File: config.mk
export PLATFORM = sky130hd
export DESIGN_NAME = ttpr_ctrl
export DESIGN_NICKNAME = d
export VERILOG_FILES = /design/src/hw/rtl/ttpr_pkg.sv /design/src/hw/rtl/ttpr_ctrl.sv
export VERILOG_INCLUDE_DIRS = /design/src /design/src/hw/rtl
export SDC_FILE = /design/constraint.sdc
export NUM_CORES = 1
export LEC_CHECK = 0
export BUFFER_PORTS_ARGS = -buffer_cell sky130_fd_sc_hd__buf_2
export CAP_MARGIN = 20
export CORE_MARGIN = 2
export CORE_UTILIZATION = 49
export DETAILED_ROUTE_END_ITERATION = 12
export MAX_ROUTING_LAYER = met4
export PLACE_DENSITY = 0.74
export SETUP_SLACK_MARGIN = 0.02
export SLEW_MARGIN = 0
export SYNTH_ARGS = -nofsm -noshare
export SYNTH_HDL_FRONTEND = slang
export SYNTH_SLANG_ARGS = --single-unit
File: constraint.sdc
create_clock -name i_clk -period 1.7 [get_ports i_clk]
set_clock_uncertainty 0.1 [all_clocks]
set_input_delay 0.255 -clock i_clk [delete_from_list [all_inputs] [get_ports i_clk]]
set_output_delay 0.255 -clock i_clk [all_outputs]
set_load 0.01 [all_outputs]
File: src/hw/rtl/assert_macros.svh
// ----------------------------------------------------------------------------
// assertion macros
// shared concurrent assertion forms for the probe/replace cache
// ----------------------------------------------------------------------------
`ifndef ASSERT_MACROS_SVH
`define ASSERT_MACROS_SVH

// checked on every clock edge outside reset
`define TTPR_ASSERT(name, prop, msg) \
    name: assert property (@(posedge i_clk) disable iff (!i_rst_n) prop) \
        else $error(msg);

// checked on every clock edge, reset included
`define TTPR_ASSERT_ALWAYS(name, prop, msg) \
    name: assert property (@(posedge i_clk) prop) else $error(msg);

`endif

File: src/hw/rtl/ttpr_pkg.sv
// ----------------------------------------------------------------------------
// ttpr_pkg
// shared types, codes and helpers of the probe/replace cache
// ----------------------------------------------------------------------------
package ttpr_pkg;

    localparam int INDEX_BITS_DEF = 12;
    localparam int PROBES_DEF     = 7;
    localparam int CELLS          = 42;

    localparam int STONE_W  = 42;
    localparam int SCORE_W  = 16;
    localparam int DEPTH_W  = 6;
    localparam int EFFORT_W = 32;
    localparam int THR_W    = 15;
    localparam int FILL_W   = 13;
    localparam int CFG_IW   = 2;
    localparam int CFG_DW   = 15;
    localparam int SUM_W    = 8;

    localparam logic [STONE_W-1:0] CELL_MASK =
        (CELLS >= STONE_W) ? '1 : STONE_W'((64'd1 << CELLS) - 64'd1);

    // operation codes
    localparam logic [1:0] OP_LOOKUP  = 2'd0;
    localparam logic [1:0] OP_INSERT  = 2'd1;
    localparam logic [1:0] OP_PREPARE = 2'd2;

    // result status codes
    localparam logic [1:0] ST_DONE    = 2'd0;
    localparam logic [1:0] ST_REFUSED = 2'd1;
    localparam logic [1:0] ST_SKIPPED = 2'd2;

    // configuration register indexes
    localparam logic [CFG_IW-1:0] CFG_MIN_DEPTH = 2'd0;
    localparam logic [CFG_IW-1:0] CFG_WIN_THR   = 2'd1;

    localparam logic [DEPTH_W-1:0] MIN_DEPTH_RST = 6'd2;
    localparam logic [THR_W-1:0]   WIN_THR_RST   = 15'd32767;

    typedef struct packed {
        logic                e_valid;
        logic [DEPTH_W-1:0]  e_depth;
        logic [STONE_W-1:0]  e_first;
        logic [STONE_W-1:0]  e_second;
        logic                e_turn;
        logic [SCORE_W-1:0]  e_score;
        logic [EFFORT_W-1:0] e_effort;
    } t_entry;

    // controller to datapath
    typedef struct packed {
        logic load;
        logic sweep;
        logic clr;
        logic chk;
        logic last;
        logic emit;
    } t_cmd;

    // datapath to controller
    typedef struct packed {
        logic skip;
        logic fin;
    } t_stat;

    function automatic logic is_win(input logic [SCORE_W-1:0] s,
                                    input logic [THR_W-1:0] thr);
        logic [SCORE_W-1:0] mag;
        mag = s[SCORE_W-1] ? (~s + SCORE_W'(1)) : s;
        return mag >= {1'b0, thr};
    endfunction

endpackage

File: src/hw/rtl/ttpr_ctrl.sv
// ----------------------------------------------------------------------------
// ttpr_ctrl
// sequencer for clear pass, probe runs, prepare sweep and result strobe
// ----------------------------------------------------------------------------
`include "assert_macros.svh"

module ttpr_ctrl import ttpr_pkg::*; #(
    parameter int INDEX_BITS = INDEX_BITS_DEF,
    parameter int PROBES     = PROBES_DEF
) (
    input  logic                  i_clk,
    input  logic                  i_rst_n,
    input  logic                  i_start,
    input  logic [1:0]            i_op,
    input  t_stat                 i_stat,
    output t_cmd                  o_cmd,
    output logic [INDEX_BITS-1:0] o_cmd_idx,
    output logic                  o_busy
);

    localparam int PW = $clog2(PROBES + 1);

    typedef enum logic [5:0] {
        S_CLEAR  = 6'b000001,
        S_IDLE   = 6'b000010,
        S_PROBE  = 6'b000100,
        S_SWEEP  = 6'b001000,
        S_DRAIN  = 6'b010000,
        S_FINISH = 6'b100000
    } t_state;

    t_state                r_state, n_state;
    logic [INDEX_BITS-1:0] r_cnt, n_cnt;
    logic [PW-1:0]         r_iss, n_iss;
    logic                  r_chk_v, n_chk_v;
    logic [PW-1:0]         r_chk_idx, n_chk_idx;
    logic                  r_drain, n_drain;
    logic                  issue;

    assign issue = r_iss < PW'(PROBES);

    always_comb begin
        n_state   = r_state;
        n_cnt     = r_cnt;
        n_iss     = r_iss;
        n_chk_v   = 1'b0;
        n_chk_idx = r_iss;
        n_drain   = r_drain;
        o_cmd     = '0;
        o_cmd_idx = r_cnt;
        unique case (r_state)
            S_CLEAR: begin
                o_cmd.clr = 1'b1;
                n_cnt     = r_cnt + INDEX_BITS'(1);
                if (r_cnt == '1) begin
                    n_state = S_IDLE;
                end
            end
            S_IDLE: begin
                if (i_start) begin
                    o_cmd.load = 1'b1;
                    n_cnt      = '0;
                    n_iss      = '0;
                    if (i_op == OP_PREPARE) begin
                        n_state = S_SWEEP;
                    end else if ((i_op == OP_LOOKUP || i_op == OP_INSERT) && !i_stat.skip) begin
                        n_state = S_PROBE;
                    end else begin
                        n_state = S_FINISH;
                    end
                end
            end
            S_PROBE: begin
                o_cmd_idx  = INDEX_BITS'(r_iss);
                o_cmd.chk  = r_chk_v;
                o_cmd.last = r_chk_idx == PW'(PROBES - 1);
                n_chk_v    = issue;
                if (issue) begin
                    n_iss = r_iss + PW'(1);
                end
                if (i_stat.fin) begin
                    n_state = S_FINISH;
                end
            end
            S_SWEEP: begin
                o_cmd.sweep = 1'b1;
                n_cnt       = r_cnt + INDEX_BITS'(1);
                if (r_cnt == '1) begin
                    n_state = S_DRAIN;
                    n_drain = 1'b0;
                end
            end
            S_DRAIN: begin
                n_drain = 1'b1;
                if (r_drain) begin
                    n_state = S_FINISH;
                end
            end
            S_FINISH: begin
                o_cmd.emit = 1'b1;
                n_state    = S_IDLE;
            end
            default: begin
                n_state = S_IDLE;
            end
        endcase
    end

    always_ff @(posedge i_clk) begin
        if (!i_rst_n) begin
            r_state   <= S_CLEAR;
            r_cnt     <= '0;
            r_iss     <= '0;
            r_chk_v   <= 1'b0;
            r_chk_idx <= '0;
            r_drain   <= 1'b0;
        end else begin
            r_state   <= n_state;
            r_cnt     <= n_cnt;
            r_iss     <= n_iss;
            r_chk_v   <= n_chk_v;
            r_chk_idx <= n_chk_idx;
            r_drain   <= n_drain;
        end
    end

    assign o_busy = (r_state != S_IDLE);

    `TTPR_ASSERT(a_finish_idle, (r_state == S_FINISH) |=> !o_busy, "no return to idle after result")

endmodule

==> flow_summary.ini <==
[outcome]
outcome = finished with violations
violations = negative setup slack

[yosys]
synth_ff_type = dfxtp_1
ys_types = 42
yosysTopAreaCell = dfxtp_1
synth_seq_cells = 26
synth_area_um2 = 1410
seq_area_frac_synth_pct = 36.9
synth_nets = 178
async_reset_ff_share_pct = 0
ys_top_cells_by_area = dfxtp_1, and2_1, nand2_1
avgSynthCellArea_um2 = 8.34
yosys.area.top_type_share_pct = 36.9
synth_edf_count = 0
synthCells = 169
synth_warnings = 0

[place]
dp_hpwl_um = 2780
place_congestion = 0.927
placed_cells = 254
io_buffers = 25

[final_layout]
multi_input_area_um2 = 1040
n_fill_cell = 139
layout.nets = 253
stdcell_count = 274
regArea_um2 = 536
area_growth_pct = 65.4
antenna-diode-count = 0
drive_gt1_share_pct = 54.3

[route]
drcViolationCount = 0
wirelength_um = 5330
vias = 1685
routed_via_density = 6.15
drt-pass1-iter-count = 4
wl_per_cell_um = 19.5
drt_iter0_drc = 110
ant_nets = 0

[timing]
hold_viol = 0
fin_crit_ns = 2.21
relSlewSlack_pct = 65.4
max_freq_ghz = 0.453
rsz0062_at_grt = true
slew_violations = 0
setup_slack_ns = -0.506
finalCritPeriodShare_pct = 130
tightest_slew_ns = 0.515
setup_viol = 38

[floorplan]
placementRows = 19
die_x_um = 57.6
design.portCount = 26
initial_utilization_pct = 51.5
placeableCoreArea_um2 = 2730
die_y_um = 57.6
dieArea_um2 = 3320

[setup_path]
cp_max_fo = 5
r2r_start = r_state[1]
crit_required_ns = 1.34
crit_path_start_kind = register
slowest_stage = or4_4
reg2reg_slack_ns = -0.44
crit_type = register to output port
crit_family = simple AND/OR/NAND/NOR gates
ff2ff_path_depth = 6
slowest_delay_ns = 0.55
crit_arrival_ns = 1.85
cp_cell_sequence = or4_4 > or3b_4 > inv_2 > buf_6
end_kind = output port
rr_endpoint = r_cnt[7]
critPathBufInv = 2

[grt]
gr-total-overflow = 0
grt_pass1_wl_um = 6960
antenna_found_initial = 0
grt_max_degree = 16
grt_pass1_vias = 1570
track_usage_pct = 27.8

[clock_tree]
cts.sinks = 26
cts_root_buf = clkbuf_4
htreeDepth = 1
clock_path_buffers = 2
cts_inserted_buffers = 3
cts_tree = done
insertion_delay_ns = 0.35
hold_buffers = 0
clkTransAtPathRegs_ns = 0.14

[pwr]
p_leak_nw = 1.02
pwr-share-clk_pct = 19.1
p_per_area_nw_per_um2 = 867
switchingPower_mw = 0.695
ir_drop_v = 0.000990
intPower_mw = 1.32
power_mw = 2.02
switching_share_pct = 34.4
pwr-share-seq_pct = 33.7
power_frac_comb_pct = 47.2

[min_path]
whs_path_depth = 3
hold_end = r_state[3]
hold_start = i_op[0]
hp-class = primary input to register

[job]
maxCapViolations = 0
==> worst max-delay path by stage <==
stage / slack (ns) / to / depth (start not counted) / start
final: -0.51 / o_cmd[4] / 4 / r_state[0]
after global routing: -0.56 / o_cmd[4] / 4 / r_state[0]
after CTS: -0.44 / o_cmd[4] / 4 / r_state[1]
after detailed placement: -0.18 / r_state[3] / 4 / r_state[1]
after global placement: -0.09 / o_cmd[4] / 4 / r_state[1]
after floorplan: -0.07 / o_cmd[1] / 4 / r_state[0]
==> area by class of cell <==
| class | count | share of cell area, % |
|---|---|---|
| multi-input combinational | 131 | 44.6 |
| inverter | 5 | 0.806 |
| clock buffer | 4 | 2.04 |
| tap | 31 | 1.66 |
| timing repair buffer | 77 | 27.9 |
| sequential | 26 | 23.0 |
==> stage by stage <==
step                cell area [um^2]  setup TNS (ns)  utilization (%)  worst slack, ns  hold slack, ns
floorplan                       1480          -0.540                -          -0.0702           0.338
global placement                1870           -1.46             68.2          -0.0942           0.361
detailed placement              1870           -2.42             68.2           -0.175           0.380
CTS                             2060          -10.69             75.3           -0.444          0.0852
global route                    2330          -14.69             85.2           -0.557          0.0778
finish                          2330          -12.41             85.2           -0.506          0.0916
==> registers in the layout, indices dropped and copies added (netlist names) <==
| register | count |
|---|---|
| n_chk_idx | 3 |
| r_chk_idx | 3 |
| r_chk_v | 1 |
| r_cnt | 12 |
| r_drain | 1 |
| r_state | 6 |
==> worst reg2reg max path, cell delays in order (launching register included) <==
cell     delay (ns)
dfxtp_2        0.37
buf_4          0.14
nor4_2         0.51
a32oi_2        0.19
buf_4          0.21
or3_4          0.36
a21oi_1        0.21
==> cells by family after synthesis <==
kind of cell | after synthesis | synth area share, %
compound gates | 33 | 15.3
xor+xnor | 2 | 1.24
fa+ha+maj | 2 | 1.78
buf+inv | 12 | 4.00
flops | 26 | 36.9
mux | 5 | 3.55
simple gates | 89 | 37.2
==> synth_stat cells (all sizes together), types with 2 or more instances <==
master   n
nand4    7
nor2     7
ha       2
xor2     2
buf      4
nand2   21
and3     3
nor2b    3
and2    14
nor4     2
and4     2
a31oi    2
dfxtp   26
nand3    6
nand2b   3
or4      6
inv      5
or3      6
o31ai    2
o21ai    9
nor3     3
mux2i    5
a21oi   10
nor3b    4
clkbuf   3
==> metal layers <==
layer / part of all wire (%) / GRT usage [%] / wire length, um / vias up
li1: - / - / - / 762
met4: 4.7 / 14.0 / 252 / 0
met3: 6.3 / 2.90 / 336 / 23
met2: 49 / 48.9 / 2600 / 87
met1: 40 / 31.2 / 2140 / 813
met5: 0 / - / 0 / -
==> cell usage in the layout, fill, tap and decap left out, types with 3 or more instances in the layout <==
cell type	instances
buf_4	39
nor2_1	5
clkbuf_4	3
a21oi_1	10
nand3_1	5
or3_4	5
and2_4	8
dfxtp_2	6
nand2_1	18
dfxtp_1	18
nand2_4	3
or4_4	3
or4_1	3
nand4_1	7
mux2i_1	5
buf_6	25
inv_1	4
o21ai_0	6
nor3b_4	3
buf_2	12
and2_1	6
==> power groups by stage <==
stage / sequential [mW] / combinational, mW / clock (mW)
2_1_floorplan: 0.698 / 0.328 / 0
3_3_place_gp: 0.692 / 0.585 / 0
3_5_place_dp: 0.696 / 0.603 / 0
4_1_cts: 0.679 / 0.760 / 0.382
5_1_grt: 0.687 / 0.990 / 0.403
6_report: 0.681 / 0.954 / 0.385
==> what timing repair did <==
action,4_1_cts,5_1_grt
gates cloned,0,1
endpoints found under the hold margin,0,0
pin swaps,8,20
setup buffers,10,8
resized for setup,21,54
setup endpoints to repair,38,41
No activity file was read; power rests on OpenSTA's default activity.
